--- config.mk ---
export PLATFORM = sky130hd
export DESIGN_NAME = i2c_master_transaction_sequencer
export DESIGN_NICKNAME = d
export VERILOG_FILES = /design/src/rtl/i2cms_pkg.sv /design/src/rtl/i2cms_ram.sv /design/src/rtl/i2cms_step.sv /design/src/rtl/i2c_master_transaction_sequencer.sv
export SDC_FILE = /design/constraint.sdc
export NUM_CORES = 1
export LEC_CHECK = 0
export BUFFER_PORTS_ARGS = -buffer_cell sky130_fd_sc_hd__buf_2
export CAP_MARGIN = 5
export CELL_PAD_IN_SITES_DETAIL_PLACEMENT = 1
export CELL_PAD_IN_SITES_GLOBAL_PLACEMENT = 2
export CORE_MARGIN = 10
export CORE_UTILIZATION = 45
export CTS_CLUSTER_SIZE = 14
export DETAILED_ROUTE_END_ITERATION = 12
export PLACE_DENSITY = 0.91
export SLEW_MARGIN = 20
export SYNTH_ARGS = -nofsm -noshare
export SYNTH_HDL_FRONTEND = slang
export SYNTH_SLANG_ARGS = --single-unit
export TNS_END_PERCENT = 100
--- constraint.sdc ---
create_clock -name clk -period 10 [get_ports clk]
set_clock_uncertainty 0.15 [all_clocks]
set_input_delay 0.5 -clock clk [delete_from_list [all_inputs] [get_ports clk]]
set_output_delay 0.5 -clock clk [all_outputs]
set_load 0.01 [all_outputs]
--- src/rtl/i2cms_pkg.sv ---
// Shared types and codes for the I2C master transaction sequencer.
package i2cms_pkg;

  // Item opcodes.
  localparam logic [1:0] OP_LOAD  = 2'd0;
  localparam logic [1:0] OP_BEGIN = 2'd1;
  localparam logic [1:0] OP_EVENT = 2'd2;

  // Transaction kinds.
  localparam logic [1:0] KIND_WRITE   = 2'd0;
  localparam logic [1:0] KIND_READ    = 2'd1;
  localparam logic [1:0] KIND_READ8   = 2'd2;
  localparam logic [1:0] KIND_READ16  = 2'd3;

  // Sequencer modes.
  localparam logic [1:0] MODE_READY   = 2'd0;
  localparam logic [1:0] MODE_WRITE   = 2'd1;
  localparam logic [1:0] MODE_READ    = 2'd2;
  localparam logic [1:0] MODE_OFFREAD = 2'd3;

  // Recorded outcome of the last transaction.
  localparam logic [1:0] ERR_NONE  = 2'd0;
  localparam logic [1:0] ERR_ADDR  = 2'd1;
  localparam logic [1:0] ERR_DATA  = 2'd2;
  localparam logic [1:0] ERR_OTHER = 2'd3;

  // Bus actions.
  localparam logic [2:0] ACT_NONE    = 3'd0;
  localparam logic [2:0] ACT_SEND    = 3'd1;
  localparam logic [2:0] ACT_ACK     = 3'd2;
  localparam logic [2:0] ACT_NACK    = 3'd3;
  localparam logic [2:0] ACT_START   = 3'd4;
  localparam logic [2:0] ACT_RSTART  = 3'd5;
  localparam logic [2:0] ACT_STOP    = 3'd6;
  localparam logic [2:0] ACT_RELEASE = 3'd7;

  // Result status codes.
  localparam logic [2:0] ST_OK        = 3'd0;
  localparam logic [2:0] ST_BUSY      = 3'd1;
  localparam logic [2:0] ST_BAD_ARGS  = 3'd2;
  localparam logic [2:0] ST_ADDR_NACK = 3'd3;
  localparam logic [2:0] ST_DATA_NACK = 3'd4;
  localparam logic [2:0] ST_OTHER     = 3'd5;

  // Bus engine status codes, low three bits masked off.
  localparam logic [7:0] BS_BUS_ERROR    = 8'h00;
  localparam logic [7:0] BS_START        = 8'h08;
  localparam logic [7:0] BS_RSTART       = 8'h10;
  localparam logic [7:0] BS_MT_ADDR_ACK  = 8'h18;
  localparam logic [7:0] BS_MT_ADDR_NACK = 8'h20;
  localparam logic [7:0] BS_MT_DATA_ACK  = 8'h28;
  localparam logic [7:0] BS_MT_DATA_NACK = 8'h30;
  localparam logic [7:0] BS_ARB_LOST     = 8'h38;
  localparam logic [7:0] BS_MR_ADDR_ACK  = 8'h40;
  localparam logic [7:0] BS_MR_ADDR_NACK = 8'h48;
  localparam logic [7:0] BS_MR_DATA_ACK  = 8'h50;
  localparam logic [7:0] BS_MR_DATA_NACK = 8'h58;

  localparam logic [5:0] IDX_MAX = 6'h3F;

  typedef struct packed {
    logic [1:0]  opcode;
    logic [1:0]  kind;
    logic [6:0]  device_address;
    logic [15:0] reg_offset;
    logic [5:0]  xfer_length;
    logic [4:0]  buf_slot;
    logic [7:0]  data_byte;
    logic [7:0]  bus_status;
  } in_item_t;

  typedef struct packed {
    logic [2:0] bus_action;
    logic [7:0] tx_byte;
    logic       rx_valid;
    logic [7:0] rx_byte;
    logic [5:0] rx_count;
    logic [2:0] result_status;
  } out_item_t;

  typedef struct packed {
    logic [1:0] mode;
    logic [1:0] error_kind;
    logic [7:0] addr_rw_byte;
    logic [7:0] offset_high;
    logic [7:0] offset_low;
    logic [1:0] offset_left;
    logic [5:0] byte_index;
    logic [5:0] byte_limit;
  } seq_state_t;

endpackage

--- src/rtl/i2cms_ram.sv ---
// Generic single-port-write RAM with a registered read.
module i2cms_ram #(
  parameter int WIDTH = 8,
  parameter int DEPTH = 32,
  localparam int AW = (DEPTH > 1) ? $clog2(DEPTH) : 1
) (
  input  logic             clk,
  input  logic             we,
  input  logic [AW-1:0]    waddr,
  input  logic [WIDTH-1:0] wdata,
  input  logic [AW-1:0]    raddr,
  output logic [WIDTH-1:0] rdata
);

  logic [WIDTH-1:0] mem [DEPTH];

  always_ff @(posedge clk) begin
    if (we) begin
      mem[waddr] <= wdata;
    end
    rdata <= mem[raddr];
  end

endmodule

--- src/rtl/i2cms_step.sv ---
// Decision logic for one item: next sequencer state, result item and store write.
module i2cms_step import i2cms_pkg::*; #(
  parameter int BUF_DEPTH = 32
) (
  input  seq_state_t cur,
  input  in_item_t   item,
  input  logic [7:0] store_byte,
  output seq_state_t nxt,
  output out_item_t  res,
  output logic       store_we
);

  localparam logic [8:0] DEPTH_V = 9'(BUF_DEPTH);

  logic [7:0] code;
  logic       status_set;
  logic [2:0] status;
  logic       slot_ok;
  logic       len_bad;
  logic       send_ok;

  function automatic logic [5:0] bump(input logic [5:0] idx);
    return (idx == IDX_MAX) ? idx : idx + 6'd1;
  endfunction

  assign code    = {item.bus_status[7:3], 3'b000};
  assign slot_ok = {4'b0, item.buf_slot} < DEPTH_V;
  assign len_bad = ({3'b0, item.xfer_length} > DEPTH_V) ||
                   ((item.kind != KIND_WRITE) && (item.xfer_length == 6'd0));
  assign send_ok = (cur.byte_index < cur.byte_limit) &&
                   ({3'b0, cur.byte_index} < DEPTH_V);

  always_comb begin
    nxt        = cur;
    res        = '0;
    status_set = 1'b0;
    status     = ST_OK;
    store_we   = 1'b0;

    unique case (item.opcode)
      OP_LOAD: begin
        store_we = (cur.mode == MODE_READY) && slot_ok;
      end
      OP_BEGIN: begin
        status_set = 1'b1;
        if (len_bad) begin
          status = ST_BAD_ARGS;
        end else if (cur.mode != MODE_READY) begin
          status = ST_BUSY;
        end else begin
          status           = ST_OK;
          res.bus_action   = ACT_START;
          nxt.error_kind   = ERR_NONE;
          nxt.byte_index   = 6'd0;
          nxt.byte_limit   = item.xfer_length;
          nxt.addr_rw_byte = {item.device_address, item.kind == KIND_READ};
          unique case (item.kind)
            KIND_WRITE: nxt.mode = MODE_WRITE;
            KIND_READ:  nxt.mode = MODE_READ;
            KIND_READ8: begin
              nxt.mode        = MODE_OFFREAD;
              nxt.offset_low  = item.reg_offset[7:0];
              nxt.offset_left = 2'd1;
            end
            default: begin
              nxt.mode        = MODE_OFFREAD;
              nxt.offset_low  = item.reg_offset[7:0];
              nxt.offset_high = item.reg_offset[15:8];
              nxt.offset_left = 2'd2;
            end
          endcase
        end
      end
      OP_EVENT: begin
        if (cur.mode != MODE_READY) begin
          unique case (code)
            BS_START, BS_RSTART: begin
              res.bus_action = ACT_SEND;
              res.tx_byte    = cur.addr_rw_byte;
            end
            BS_MT_ADDR_ACK, BS_MT_DATA_ACK: begin
              if (cur.mode == MODE_OFFREAD) begin
                // Offset bytes go out high first; a data ack after the last one
                // turns the bus around with a repeated start.
                if (code == BS_MT_ADDR_ACK) begin
                  res.bus_action = ACT_SEND;
                  if (cur.offset_left == 2'd2) begin
                    res.tx_byte     = cur.offset_high;
                    nxt.offset_left = 2'd1;
                  end else begin
                    res.tx_byte     = cur.offset_low;
                    nxt.offset_left = 2'd0;
                  end
                end else if (cur.offset_left == 2'd1) begin
                  res.bus_action  = ACT_SEND;
                  res.tx_byte     = cur.offset_low;
                  nxt.offset_left = 2'd0;
                end else begin
                  nxt.addr_rw_byte[0] = 1'b1;
                  nxt.offset_left     = 2'd0;
                  res.bus_action      = ACT_RSTART;
                end
              end else if (send_ok) begin
                res.bus_action = ACT_SEND;
                res.tx_byte    = store_byte;
                nxt.byte_index = bump(cur.byte_index);
              end else begin
                res.bus_action = ACT_STOP;
                nxt.mode       = MODE_READY;
                nxt.error_kind = ERR_NONE;
              end
            end
            BS_MT_ADDR_NACK, BS_MR_ADDR_NACK: begin
              res.bus_action = ACT_STOP;
              nxt.mode       = MODE_READY;
              nxt.error_kind = ERR_ADDR;
            end
            BS_MT_DATA_NACK: begin
              res.bus_action = ACT_STOP;
              nxt.mode       = MODE_READY;
              nxt.error_kind = ERR_DATA;
            end
            BS_ARB_LOST: begin
              res.bus_action = ACT_RELEASE;
              nxt.mode       = MODE_READY;
              nxt.error_kind = ERR_OTHER;
            end
            BS_MR_ADDR_ACK, BS_MR_DATA_ACK: begin
              if (code == BS_MR_DATA_ACK) begin
                res.rx_valid   = 1'b1;
                res.rx_byte    = item.data_byte;
                nxt.byte_index = bump(cur.byte_index);
              end
              // Ack while another byte is still wanted after the next one.
              res.bus_action = (({1'b0, nxt.byte_index} + 7'd1) < {1'b0, cur.byte_limit}) ?
                               ACT_ACK : ACT_NACK;
            end
            BS_MR_DATA_NACK: begin
              res.rx_valid   = 1'b1;
              res.rx_byte    = item.data_byte;
              nxt.byte_index = bump(cur.byte_index);
              res.bus_action = ACT_STOP;
              nxt.mode       = MODE_READY;
              nxt.error_kind = ERR_NONE;
            end
            BS_BUS_ERROR: begin
              res.bus_action = ACT_STOP;
              nxt.mode       = MODE_READY;
              nxt.error_kind = ERR_OTHER;
            end
            default: ;
          endcase
        end
      end
      default: ;
    endcase

    if (!status_set) begin
      if (nxt.mode != MODE_READY) begin
        status = ST_BUSY;
      end else begin
        unique case (nxt.error_kind)
          ERR_NONE: status = ST_OK;
          ERR_ADDR: status = ST_ADDR_NACK;
          ERR_DATA: status = ST_DATA_NACK;
          default:  status = ST_OTHER;
        endcase
      end
    end
    res.rx_count      = nxt.byte_index;
    res.result_status = status;
  end

endmodule

--- src/rtl/i2c_master_transaction_sequencer.sv ---
// Top level of the I2C master transaction sequencer.
//
//   Channel | Direction | Handshake          | Payload
//   in      | input     | in_valid/in_stall  | in_data  (in_item_t)
//   out     | output    | out_valid/out_stall| out_data (out_item_t)
//
// One item is taken per cycle while in_stall is low; it passes the input register, then
// the result register, whose output is out_data; a held out_stall can keep it in between.
// A single decision stage lies between the two registers.
// The write byte store is a RAM with a registered read, addressed ahead at the next byte index.
// Reset clears the sequencer state and empties both pipeline registers; the store is not cleared.
// A held out_stall keeps the result; the input register then fills and in_stall rises.
module i2c_master_transaction_sequencer import i2cms_pkg::*; #(
  parameter int BUF_DEPTH = 32
) (
  input  logic      clk,
  input  logic      rst,
  input  logic      in_valid,
  output logic      in_stall,
  input  in_item_t  in_data,
  output logic      out_valid,
  input  logic      out_stall,
  output out_item_t out_data
);

  localparam int ADDR_W = (BUF_DEPTH > 1) ? $clog2(BUF_DEPTH) : 1;

  logic       in_full;
  in_item_t   in_q;
  logic       out_full;
  out_item_t  out_q;
  seq_state_t state;
  seq_state_t state_next;
  out_item_t  step_res;
  logic       step_we;
  logic       proc;
  logic [7:0] store_byte;
  logic [5:0] read_index;

  assign proc      = in_full && (!out_full || !out_stall);
  assign in_stall  = in_full && !proc;
  assign out_valid = out_full;
  assign out_data  = out_q;

  // The store is always read at the index the next item will see.
  assign read_index = proc ? state_next.byte_index : state.byte_index;

  i2cms_step #(.BUF_DEPTH(BUF_DEPTH)) u_step (
    .cur        (state),
    .item       (in_q),
    .store_byte (store_byte),
    .nxt        (state_next),
    .res        (step_res),
    .store_we   (step_we)
  );

  i2cms_ram #(.WIDTH(8), .DEPTH(BUF_DEPTH)) u_store (
    .clk   (clk),
    .we    (proc && step_we),
    .waddr (ADDR_W'(in_q.buf_slot)),
    .wdata (in_q.data_byte),
    .raddr (ADDR_W'(read_index)),
    .rdata (store_byte)
  );

  always_ff @(posedge clk) begin
    if (rst) begin
      in_full  <= 1'b0;
      out_full <= 1'b0;
      state    <= '0;
    end else begin
      if (!in_stall) begin
        in_full <= in_valid;
      end
      if (proc) begin
        state    <= state_next;
        out_full <= 1'b1;
      end else if (!out_stall) begin
        out_full <= 1'b0;
      end
    end
  end

  always_ff @(posedge clk) begin
    if (in_valid && !in_stall) begin
      in_q <= in_data;
    end
    if (proc) begin
      out_q <= step_res;
    end
  end

endmodule

Word level (Yosys, flattened, before mapping)

Memory sizes are Yosys's and may differ from the RTL's. A register that Yosys moved wholly into a read port is not among the register bits.
Cells that the tools add are included.

Register bits after elaboration: 127
Memory bits (writable): 256
Input port bits: 58
Output and inout port bits: 31
Memories kept: 1

$add $sub $neg: 2
Magnitude comparators: 4
Equal/unequal tests: 30
Mux-type cells: 59
Bitwise gates (word level): 4
Reduce and logical (&&, ||, !) cells: 36

Memories:

| name        | depth | bits a word | rd ports | clocked after memory_dff | write ports | line            | source |
|---|---|---|---|---|---|---|---|
| u_store.mem | 32    | 8           | 1        | 1                        | 1           | i2cms_ram.sv:15 | `logic [WIDTH-1:0] mem [DEPTH];` |

Operators by type and width:

| kind                                          | number |
|---|---|
| two-way mux 42 bit                            | 2 |
| two-way mux 6 bit                             | 7 |
| two-way mux 8 bit                             | 5 |
| case mux 8 bit (2 select lines)               | 2 |
| two-way mux 3 bit                             | 8 |
| two-way mux 11 bit                            | 2 |
| == test 5 x 3 -> 1 bit, second input constant | 4 |
| == test 5 x 4 -> 1 bit, second input constant | 4 |
| two-way mux 20 bit                            | 1 |
| case mux 10 bit (2 select lines)              | 1 |
| case mux 4 bit (5 select lines)               | 1 |
| case mux 6 bit (3 select lines)               | 1 |
| case mux 9 bit (2 select lines)               | 1 |
| two-way mux 1 bit                             | 15 |
| case mux 3 bit (5 select lines)               | 1 |
| two-way mux 4 bit                             | 3 |
| inequality test 2 bit, second input constant  | 6 |
| OR reduction 2 bit                            | 6 |
| == test 2 bit, second input constant          | 5 |
| == test 5 x 2 -> 1 bit, second input constant | 2 |
| AND reduction 5 bit                           | 2 |
| two-way mux 9 bit                             | 1 |
| case mux 3 bit (3 select lines)               | 1 |
| AND reduction 9 bit                           | 1 |
| other kinds (29)                              | 53 |

Depth between registers and ports, before layout

Gate-level depths: netlist of the first run.

Depth after elaboration: 12
Gate-level depth with buffers: 15

Hierarchy

From an unflattened synthesis of the first run, not the netlist that was laid out.

Cells, all modules: 1,021
Area, all modules: 16,852.4 um^2

By module, submodules not included:

| module                           | times used | cells each | area an instance (um^2) | sequential area each (um^2) |
|---|---|---|---|---|
| i2cms_ram                        | 1          | 417        | 10,053.4                | 7,847.5 |
| i2c_master_transaction_sequencer | 1          | 281        | 4,503.1                 | 3,373.2 |
| i2cms_step                       | 1          | 323        | 2,296.0                 | 0.0 |

Least setup slack after synthesis of the first run

OpenSTA, ideal clock, no wires.

Path type: input -> register
Start point: in out_stall
End point: reg in_q[10] (netlist name) (enable)
Library setup time: 465 ps
Data arrival time: 3,019 ps
Required time: 9,385 ps
Path slack: 6,365 ps
Stages on the path: 2
Path through: and3_1 -> nor2b_1

Longest elaborated chain between the ends: 7

Ends and longest elaborated chain:

| what                 | line                                   | source |
|---|---|---|
| start, declared      | i2c_master_transaction_sequencer.sv:22 | `input logic out_stall,` |
| zero test 1 bit      | -                                      |  |
| logical OR 1 bit     | i2c_master_transaction_sequencer.sv:40 | `assign proc = in_full && (!out_full \|\| !out_stall);` |
| logical AND 1 bit    | i2c_master_transaction_sequencer.sv:40 |  |
| zero test 1 bit      | i2c_master_transaction_sequencer.sv:41 | `assign in_stall = in_full && !proc;` |
| logical AND 1 bit    | i2c_master_transaction_sequencer.sv:41 |  |
| zero test 1 bit      | i2c_master_transaction_sequencer.sv:85 | `if (in_valid && !in_stall) begin` |
| logical AND 1 bit    | i2c_master_transaction_sequencer.sv:85 |  |
| end signal, assigned | i2c_master_transaction_sequencer.sv:86 | `in_q <= in_data;` |
| end, declared        | i2c_master_transaction_sequencer.sv:29 | `in_item_t in_q;` |

No other way between the ends.
A chain may end at the register's enable or synchronous reset.

Worst setup path in the final report of the first run

Start point: reg state[11] (netlist name)
End point: reg u_store.rdata[7] (read register of u_store.mem)

Longest elaborated chain between the ends: 10
Elaborated cells between the ends (all ways): 15
Those cells by class: order compare (2); eq/ne (1); mux (11); reduce/logical (1)

Ends and longest elaborated chain:

| what                              | line                                   | source |
|---|---|---|
| start, declared                   | i2c_master_transaction_sequencer.sv:32 | `seq_state_t state;` |
| start signal, assigned            | i2c_master_transaction_sequencer.sv:76 | `state <= state_next;` |
| == test 6 bit                     | i2cms_step.sv:23                       | `return (idx == IDX_MAX) ? idx : idx + 6'd1;` |
| two-way mux 6 bit                 | i2cms_step.sv:23                       |  |
| two-way mux 6 bit                 | i2cms_step.sv:129                      | `if (code == BS_MR_DATA_ACK) begin` |
| two-way mux 6 bit                 | i2cms_step.sv:76                       | `unique case (code)` |
| two-way mux 6 bit                 | i2cms_step.sv:75                       | `if (cur.mode != MODE_READY) begin` |
| two-way mux 6 bit                 | i2cms_step.sv:40                       | `unique case (item.opcode)` |
| case mux 6 bit (3 select lines) * | i2cms_step.sv:76                       |  |
| two-way mux 8 bit *               | i2cms_step.sv:75                       |  |
| case mux 8 bit (2 select lines) * | i2cms_step.sv:40                       |  |
| two-way mux 5 bit *               | i2c_master_transaction_sequencer.sv:46 | `assign read_index = proc ? state_next.byte_index : state.byte_index;` |
| end, declared                     | i2cms_ram.sv:12                        | `output logic [WIDTH-1:0] rdata` |

Mark *: on every way between the ends. The rest lies on a longest branch, timed or not. The select of a mux whose other input is x is not followed.

==> results.yml, run 1 <==
cts:
  cts_made_buffers: 40
  cts_setup_buffers: 0
  cts-root-buf: "clkbuf_16"
  cts_num_sinks: 388
  h-tree-depth: 2
  postCtsResizedCells: 0
  ctsLongestPathBuffers: 3
  clock_latency_ns: 0.56
  clkTransAtPathRegs_ns: 0.06
  tritoncts: "built"
  holdBufCountCts: 51
global_route:
  grt_pass1_vias: 11600
  overflow: 0
  antenna_found_initial: 1
  grt_max_degree: 53
  grt_first_pass_wirelength_mm: 72.9
  grt_usage: 0.215
critical_path:
  path_buf_inv: 1
  start_kind: "flip-flop"
  crit_chain: "ha_1 > a211o_1 > a31oi_4 > o21ai_2 > o32ai_1 > a22o_4 > buf_4 > mux2i_1 > mux2i_1 > o22ai_1 > a2111oi_2"
  crit_type: "flip-flop to flip-flop"
  worstSetupEndpointType: "flip-flop"
  worstPathMaxFanout: 39
  worst_path_dominant_cell_family: "compound AO/OA/AOI/OAI gates"
  cpMostUsedCell: "mux2i_1"
  regToRegStartpoint: "state[11]"
  crit_arrival_ns: 5.28
  slowest_delay_ns: 0.66
  worstSetupStartpoint: "state[11]"
  worstPathRequired_ns: 10.26
  critical-path-slowest-cell: "o32ai_1"
cells_and_area:
  nets: 1395
  layout-area-overhead-vs-synth_pct: 16.3
  final_layout_size_suffix_gt1_frac: 0.141
  n_fill_cell: 3570
  final_area_um2: 19200
logic_synthesis:
  yosysWarningCount: 0
  synth-seq-area-share: 0.674
  ys_ff_latch: 388
  ys_async_sr_fraction: 0
  synth_area_per_cell_um2: 13.9
  synth_edf_count: 336
  synth_nets: 1261
  netlist_instances: 1188
  netlist-cell-type-count: 77
  ys.flop_type: "edfxtp_1"
  synth_area_um2: 16500
routing:
  dr.pass1.iters: 6
  wire_per_inst_um: 26.5
  ant_nets: 0
  drt_wl_total_mm: 48.2
  viasPerCell: 6.04
  first_iter_violations: 1128
  vias: 11000
  post-route-drc-count: 0
flow_run:
  drv_cap: 0
sta:
  final_min_period_over_clock_period: 0.503
  fin_crit_ns: 5.03
  hold_viol: 0
  setup_violations: 0
  fin_ws_ns: 4.97
  max_freq_mhz: 199
  slew_violations: 0
  grt_setup_unrepaired: "no"
  slew_headroom: 0.214
  setup_tns_ns: 0
  timing.hold.ws_ns: 0.0300
  worst_slew_pin_slew_ns: 1.17
placement:
  dp_slack_ns: 4.89
  hpwl_mm: 29.1
  place_area_um2: 17400
  gp_congestion: 0.857
  io_buffers: 85
worst_hold_path:
  hold_class: "input pin to flip-flop"
  min-delay-start: "in_valid"
floorplan:
  core_area_um2: 36400
  start_util: 0.453
  dieWidth_um: 212
  row_count: 70
  io_pins: 89
  die_area_um2: 44700
  die_h_um: 212
pwr:
  p_sw_w: 0.000749
  p_seq_frac: 0.527
  p_leak_nw: 6.98
  power.internal_w: 0.00267
  pwr-share-comb: 0.034
  vdd_ir_drop_max_mv: 0.145
  switching_share: 0.219
  p_per_area_nw_per_um2: 178
  p_clk_frac: 0.438
outcome:
  status: "completed"
## cell usage in the layout, fill, tap and decap left out, types with 6 or more instances in the layout
| cell | synthesis | layout |
|---|---|---|
| nand4_1 | 6 | 6 |
| dfxtp_1 | 52 | 52 |
| nor2_1 | 109 | 108 |
| nand3_1 | 35 | 35 |
| a222oi_1 | 8 | 8 |
| edfxtp_1 | 336 | 336 |
| o21ai_0 | 25 | 25 |
| or2_2 | 6 | 6 |
| and2_1 | 13 | 13 |
| ha_1 | 15 | 15 |
| clkbuf_16 | 0 | 41 |
| nand2_1 | 81 | 81 |
| a2111oi_2 | 6 | 6 |
| inv_1 | 35 | 35 |
| o31ai_1 | 6 | 6 |
| mux2i_1 | 165 | 165 |
| clkinv_1 | 0 | 7 |
| a21oi_1 | 41 | 40 |
| o22ai_1 | 13 | 13 |
| a211oi_1 | 34 | 34 |
| nor3_1 | 9 | 9 |
| clkbuf_1 | 27 | 11 |
| buf_2 | 14 | 85 |
| a22o_1 | 13 | 12 |
| buf_4 | 13 | 16 |
| o221ai_1 | 7 | 7 |
| dlygate4sd3_1 | 0 | 51 |
| nand2b_1 | 6 | 6 |
| a31oi_1 | 6 | 6 |
## metrics by stage
| stage | utilization | total power, W | instances |
|---|---|---|---|
| floorplan | - | 0.00188 | 1188 |
| global route | 0.527 | 0.00351 | 1823 |
| CTS | 0.526 | 0.00340 | 1819 |
| global placement | 0.476 | 0.00192 | 1693 |
| finish | 0.527 | 0.00342 | 1823 |
| detailed placement | 0.476 | 0.00193 | 1694 |
## power groups by stage
stage	Combinational, W	Clock [W]	Sequential [W]
after detailed placement	0.0000914	0	0.00184
final	0.000117	0.00150	0.00180
after floorplan	0.0000475	0	0.00183
after global routing	0.000126	0.00158	0.00180
after global placement	0.0000855	0	0.00184
after CTS	0.000108	0.00149	0.00180
## flip-flops by register name, indices dropped and copies added, names as in the netlist
name / flops
in_full: 1
in_q: 51
out_data: 29
out_valid: 1
state: 42
u_store.mem: 256
u_store.rdata: 8
## worst paths after layout
| path | to | slack (ns) | cells past startpoint |
|---|---|---|---|
| max | u_store.rdata[7] | 4.97 | 11 |
| min | in_full | 0.03 | 3 |
| min reg2reg | state[23] | 0.32 | 2 |
| max reg2reg | u_store.rdata[7] | 4.97 | 11 |
## tightest hold or removal path: stages
cell and delay (ns):
buf_2 0.09, nor2_1 0.04, nor2_1 0.07
## routing by layer
metal / GRT usage / vias to the layer above / share of wire / wire length, µm
li1: - / 4829 / - / -
met1: 0.270 / 5606 / 0.40 / 19200
met2: 0.366 / 475 / 0.50 / 24200
met3: 0.0319 / 105 / 0.062 / 2990
met4: 0.0908 / 0 / 0.039 / 1880
met5: 0 / - / 0 / 0
## final cells by class
type | instances | area [µm²] | area share
inverters | 35 | 131 | 0.00684
well taps | 468 | 586 | 0.0305
multi-input cells | 701 | 4950 | 0.258
diodes | 1 | 2.50 | 0.000130
flip-flops and latches | 388 | 11100 | 0.580
repair buffers | 156 | 1120 | 0.0581
clock buffers | 56 | 1120 | 0.0584
clock inverters | 18 | 169 | 0.00880
## logic make-up after synthesis
| logic type | count (synthesis) | synth area share |
|---|---|---|
| and+or+nand+nor | 295 | 0.0815 |
| buffers and inverters | 99 | 0.0284 |
| adders and majority gates | 16 | 0.0120 |
| muxes | 166 | 0.101 |
| AOI/OAI and AO/OA | 216 | 0.0990 |
| DFF | 388 | 0.674 |
| xor gates and xnor gates | 8 | 0.00424 |
## cells in the mapped netlist, drive strengths merged (3+ instances only)
master | instances | area (µm²)
nor2 | 111 | 422
and3 | 5 | 31.3
a222oi | 8 | 80.1
inv | 35 | 131
nand2 | 82 | 310
clkbuf | 28 | 106
o31ai | 6 | 45.0
mux2i | 165 | 1650
a211oi | 34 | 255
o211ai | 3 | 22.5
xor2 | 5 | 43.8
o221ai | 7 | 61.3
a2111oi | 7 | 98.9
a311oi | 5 | 43.8
buf | 36 | 231
nor3 | 9 | 45.0
a32oi | 6 | 60.1
ha | 15 | 188
a21o | 4 | 30.0
nor2b | 6 | 37.5
o21ai | 28 | 148
dfxtp | 52 | 1040
nand3 | 35 | 175
a21oi | 42 | 214
edfxtp | 336 | 10100
xnor2 | 3 | 26.3
o22ai | 13 | 81.3
or2 | 6 | 37.5
nand4 | 6 | 37.5
nor4 | 5 | 31.3
o2111ai | 5 | 43.8
a211o | 3 | 26.3
a31oi | 7 | 58.8
a22o | 13 | 114
nand2b | 6 | 37.5
and2 | 13 | 81.3
No activity file was read; power rests on OpenSTA's default activity.
==> inputs of run 2 (changes only) <==
--- a/config.mk
+++ b/config.mk
@@ -10,10 +10,10 @@
 export CELL_PAD_IN_SITES_DETAIL_PLACEMENT = 1
 export CELL_PAD_IN_SITES_GLOBAL_PLACEMENT = 2
 export CORE_MARGIN = 10
-export CORE_UTILIZATION = 45
+export CORE_UTILIZATION = 44
 export CTS_CLUSTER_SIZE = 14
 export DETAILED_ROUTE_END_ITERATION = 12
-export PLACE_DENSITY = 0.91
+export PLACE_DENSITY = 0.9
 export SLEW_MARGIN = 20
 export SYNTH_ARGS = -nofsm -noshare
 export SYNTH_HDL_FRONTEND = slang
==> constraint.sdc (replaced) <==
create_clock -name clk -period 5.15 [get_ports clk]
set_clock_uncertainty 0.15 [all_clocks]
set_input_delay 0.2575 -clock clk [delete_from_list [all_inputs] [get_ports clk]]
set_output_delay 0.2575 -clock clk [all_outputs]
set_load 0.01 [all_outputs]
==> run 2 against run 1 <==
Compared with the run above: clock-buffer cell count down 8; fmax up 12%; sequential cell count unchanged; global-route usage down 0.86 points; register-to-register slack worse by 4.3 ns; wire length down 1.2%; via count down 0.58%; power up 100%; clock power up 110%; die area up 2.1%; cell area up 1.6%; critical path depth down 1.
==> results.yml, run 2 (synthesis results as in run 1) <==
critical_path:
  path_buf_inv: 1
  worstSetupEndpointType: "flip-flop"
  crit_arrival_ns: 4.73
  cpMostUsedCell: "or2_2"
  regToRegStartpoint: "in_q[53]"
  worstPathRequired_ns: 5.40
  rr_worst_depth: 10
  r2r_setup_slack_ns: 0.67
  critical_path_cell_count: 10
  worstReg2RegEnd: "u_store.rdata[1]"
  crit_type: "flip-flop to flip-flop"
  critical-path-slowest-cell: "o21ai_2"
  start_kind: "flip-flop"
  worst_path_dominant_cell_family: "compound AO/OA/AOI/OAI gates"
  worstPathMaxFanout: 15
  crit_chain: "inv_1 > ha_1 > nand2_1 > or2_2 > or2_2 > a21oi_1 > a41oi_1 > o21ai_2 > o221ai_1 > a2111oi_2"
  slowest_delay_ns: 0.71
  setup.worst_path.end: "u_store.rdata[1]"
  worstSetupStartpoint: "in_q[53]"
sta:
  slew_headroom: 0.304
  final_min_period_over_clock_period: 0.870
  hold_viol: 0
  worst_slew_pin_slew_ns: 1.04
  setup_tns_ns: 0
  fin_crit_ns: 4.48
  setup_violations: 0
  max_freq_mhz: 223
  slew_violations: 0
  grt_setup_unrepaired: "no"
routing:
  viasPerCell: 5.95
  vias: 11000
  ant_nets: 0
  post-route-drc-count: 0
  wire_per_inst_um: 25.9
  drt_wl_total_mm: 47.7
  dr.pass1.iters: 5
  first_iter_violations: 1018
cells_and_area:
  final_layout_size_suffix_gt1_frac: 0.153
  antenna_cells: 0
  largest_reg_flops: 256
  reg_top3: "u_store.mem x256, in_q x51, state x42"
  final_area_um2: 19500
  layout-area-overhead-vs-synth_pct: 18.2
  top_register: "u_store.mem"
  final_cells: 1839
  n_fill_cell: 3605
  seqCellArea_um2: 11100
  mostFrequentLayoutCells: "edfxtp_1 (336), mux2i_1 (165), nor2_1 (108)"
  nets: 1411
  layout_commonest_cell: "edfxtp_1"
  multi_input_area_um2: 4940
global_route:
  grt_first_pass_wirelength_mm: 71.5
  grt_pass1_vias: 11600
  grt_max_degree: 52
  overflow: 0
  antenna_found_initial: 0
  grt_usage: 0.207
pwr:
  p_per_area_nw_per_um2: 352
  vdd_ir_drop_max_mv: 0.420
  p_leak_nw: 7.14
cts:
  cts_setup_buffers: 0
  tritoncts: "built"
  cts_num_sinks: 388
  postCtsResizedCells: 0
  ctsLongestPathBuffers: 3
  cts-root-buf: "clkbuf_16"
  cts_made_buffers: 41
  clock_latency_ns: 0.56
  h-tree-depth: 2
  clkTransAtPathRegs_ns: 0.06
outcome:
  status: "completed"
floorplan:
  start_util: 0.449
  io_pins: 89
  core_area_um2: 36800
  die_area_um2: 45700
  dieWidth_um: 214
  row_count: 70
  die_h_um: 214
worst_hold_path:
  hold_class: "input pin to flip-flop"
placement:
  io_buffers: 85
  gp_congestion: 0.845
  dp.cells: 1705
  place_area_um2: 17500
  hpwl_mm: 29.2
flow_run:
  drv_cap: 0
==> run 2: cell count changes in the layout (fill, tap and decap cells not counted), moves of 2 or more <==
cell / change
buf_4: +7
bufinv_16: +5
clkbuf_1: -5
clkbuf_8: -4
clkinv_2: +4
buf_12: +3
buf_8: +2
dlygate4sd3_1: +2
inv_6: +2
==> run 2: cell type report <==
| class | count | area share |
|---|---|---|
| clock inverter | 28 | 0.0176 |
| timing repair buffer | 171 | 0.0669 |
| inverter | 35 | 0.00673 |
| sequential | 388 | 0.570 |
| multi-input combinational | 701 | 0.253 |
| clock buffer | 48 | 0.0550 |
| tap | 468 | 0.0300 |
==> run 2: how the worst min path moves through the flow <==
stage	slack [ns]	to	startpoint	depth (start not counted)
after floorplan	0.21	in_q[10]	in_data[10]	0
after global placement	0.28	in_q[12]	in_data[12]	1
after detailed placement	0.29	in_q[46]	in_data[46]	1
after CTS	0.17	state[0]	rst	2
after global routing	0.24	state[2]	rst	2
final	0.20	state[31]	rst	2
==> run 2: routing by layer <==
layer,vias to the layer above,global-route usage,part of all wire
li1,4857,-,-
met1,5622,0.268,0.41
met2,393,0.353,0.51
met3,79,0.0312,0.057
met4,0,0.0609,0.024
met5,-,0,0
==> run 2: repair_timing <==
item	in CTS	in global routing
hold endpoints to repair	53	0
endpoints found under the setup margin	0	0
hold buffers	53	0
==> run 2: per-stage QoR <==
stage / utilization / hold WS [ns] / total power (W) / setup WS [ns]
detailed placement: 0.475 / 0.286 / 0.00375 / 1.00
CTS: 0.528 / 0.168 / 0.00686 / 0.790
global placement: 0.474 / 0.284 / 0.00374 / 1.11
global route: 0.530 / 0.243 / 0.00706 / 0.559
finish: 0.530 / 0.200 / 0.00687 / 0.669
floorplan: - / 0.206 / 0.00365 / 1.69
==> run 2: where the power goes <==
| part | internal (W) | leakage (nW) | total, W | switching, W |
|---|---|---|---|---|
| Combinational | 0.0000899 | 2.94 | 0.000233 | 0.000143 |
| Sequential | 0.00345 | 3.50 | 0.00350 | 0.0000412 |
| Clock | 0.00186 | 0.700 | 0.00314 | 0.00128 |
| Total | 0.00541 | 7.14 | 0.00687 | 0.00146 |
==> run 2: worst register-to-register path, stage by stage, from the launching register on <==
cell and delay, ns:
edfxtp_1 0.39, inv_1 0.09, ha_1 0.48, nand2_1 0.16, or2_2 0.31, or2_2 0.34, a21oi_1 0.38, a41oi_1 0.31
o21ai_2 0.71, o221ai_1 0.39, a2111oi_2 0.61
==> inputs of run 3 (changes only) <==
==> constraint.sdc (replaced) <==
create_clock -name clk -period 5.15 [get_ports clk]
set_clock_uncertainty 0.15 [all_clocks]
set_input_delay 0.7725 -clock clk [delete_from_list [all_inputs] [get_ports clk]]
set_output_delay 0.7725 -clock clk [all_outputs]
set_load 0.01 [all_outputs]
==> run 3 against run 2 <==
Compared with the run above: non-clock buffer count shrank 53; fmax is 1.9% higher; cell area is 3.6% lower; die area unchanged; combinational power is 17% lower; via count is 2.8% lower; power shrank 5.1%; sequential power about the same; sequential cell count did not move; utilization fell by 1.9 points; clock-buffer cell count grew 4.
==> results.yml, run 3 (synthesis results as in run 1) <==
outcome:
  status: "completed"
cts:
  clkTransAtPathRegs_ns: 0.06
  holdBufCountCts: 0
  cts_made_buffers: 40
  clock_latency_ns: 0.56
  postCtsResizedCells: 0
  tritoncts: "built"
  cts_setup_buffers: 0
  ctsLongestPathBuffers: 3
  cts-root-buf: "clkbuf_16"
  cts_num_sinks: 388
  h-tree-depth: 2
critical_path:
  slowest_delay_ns: 0.76
  rr_worst_depth: 10
  crit_chain: "ha_1 > a211o_1 > a31oi_4 > o21ai_2 > o41ai_4 > a21o_1 > buf_4 > mux2i_1 > o22ai_1 > a2111oi_2"
  worstPathMaxFanout: 18
  start_kind: "flip-flop"
  path_buf_inv: 1
  critical_path_cell_count: 10
  worst_path_dominant_cell_family: "compound AO/OA/AOI/OAI gates"
  crit_type: "flip-flop to flip-flop"
  worstPathRequired_ns: 5.42
  worstSetupEndpointType: "flip-flop"
  critical-path-slowest-cell: "o41ai_4"
  crit_arrival_ns: 4.67
cells_and_area:
  final_layout_size_suffix_gt1_frac: 0.156
  reg_top3: "u_store.mem x256, in_q x51, state x42"
  top_register: "u_store.mem"
  nets: 1357
  layout_commonest_cell: "edfxtp_1"
  mostFrequentLayoutCells: "edfxtp_1 (336), mux2i_1 (165), nor2_1 (108)"
  final_area_um2: 18800
  antenna_cells: 0
  layout-area-overhead-vs-synth_pct: 13.9
  largest_reg_flops: 256
floorplan:
  io_pins: 89
  dieWidth_um: 214
  start_util: 0.449
  die_area_um2: 45700
  die_h_um: 214
  core_area_um2: 36800
  row_count: 70
worst_hold_path:
  hold_class: "input pin to flip-flop"
  holdPathStages: 1
routing:
  vias: 10600
  ant_nets: 0
  first_iter_violations: 901
  wire_per_inst_um: 25.4
  dr.pass1.iters: 6
  viasPerCell: 5.97
  drt_wl_total_mm: 45.2
  post-route-drc-count: 0
pwr:
  p_leak_nw: 6.83
  vdd_ir_drop_max_mv: 0.296
  p_per_area_nw_per_um2: 346
sta:
  final_min_period_over_clock_period: 0.854
  slew_violations: 0
  slew_headroom: 0.320
  fin_crit_ns: 4.40
  hold_viol: 0
  setup_tns_ns: 0
  grt_setup_unrepaired: "no"
  max_freq_mhz: 227
  setup_violations: 0
  worst_slew_pin_slew_ns: 1.02
global_route:
  grt_first_pass_wirelength_mm: 68.5
  grt_max_degree: 47
  overflow: 0
  antenna_found_initial: 0
  grt_usage: 0.198
  grt_pass1_vias: 11200
placement:
  place_area_um2: 17500
  hpwl_mm: 30.5
  gp_congestion: 0.868
  io_buffers: 85
flow_run:
  drv_cap: 0
==> run 3: cell count changes in the layout (fill, tap and decap cells not counted), moves of 2 or more <==
| cell | before | now |
|---|---|---|
| clkinv_16 | 0 | 2 |
| dlygate4sd3_1 | 53 | 0 |
| clkbuf_16 | 42 | 40 |
| clkbuf_8 | 0 | 2 |
| clkinvlp_4 | 0 | 3 |
| buf_4 | 23 | 26 |
| clkinv_2 | 9 | 7 |
| bufinv_16 | 7 | 2 |
| clkbuf_1 | 6 | 10 |
==> run 3: area by class of cell <==
class / instances / area [µm²]
multi-input combinational: 701 / 4940
timing repair buffer: 118 / 736
clock buffer: 52 / 1070
inverter: 35 / 131
clock inverter: 22 / 215
sequential: 388 / 11100
tap: 468 / 586
fill: 3691 / 18000
==> run 3: final timing paths <==
kind / start / to / slack (ns)
setup / recovery: state[11] / u_store.rdata[4] / 0.75
hold / removal: in_data[42] / in_q[42] / 0.23
setup reg to reg: state[11] / u_store.rdata[4] / 0.75
hold reg to reg: state[14] / state[14] / 0.32
==> run 3: metal layers <==
layer | GRT usage | vias up | routed length [µm]
met4 | 0.0596 | 0 | 1120
met1 | 0.256 | 5510 | 19300
li1 | - | 4745 | -
met2 | 0.338 | 317 | 22500
met5 | 0 | - | 0
met3 | 0.0310 | 71 | 2360
==> run 3: power by group <==
part	leakage, nW	internal [W]	switching, W
sequential	3.50	0.00345	0.0000441
combinational	2.71	0.0000623	0.000131
clock	0.616	0.00158	0.00124
total	6.83	0.00510	0.00141
==> run 3: stage by stage <==
| stage | instances | setup slack, ns | total power [W] | utilization | hold slack [ns] |
|---|---|---|---|---|---|
| final | 1784 | 0.753 | 0.00651 | 0.511 | 0.233 |
| after global routing | 1784 | 0.591 | 0.00670 | 0.511 | 0.216 |
| after CTS | 1780 | 0.778 | 0.00655 | 0.510 | 0.214 |
| after detailed placement | 1706 | 0.795 | 0.00375 | 0.475 | 0.303 |
| after global placement | 1705 | 0.948 | 0.00374 | 0.474 | 0.295 |
| after floorplan | 1188 | 1.24 | 0.00365 | - | 0.286 |
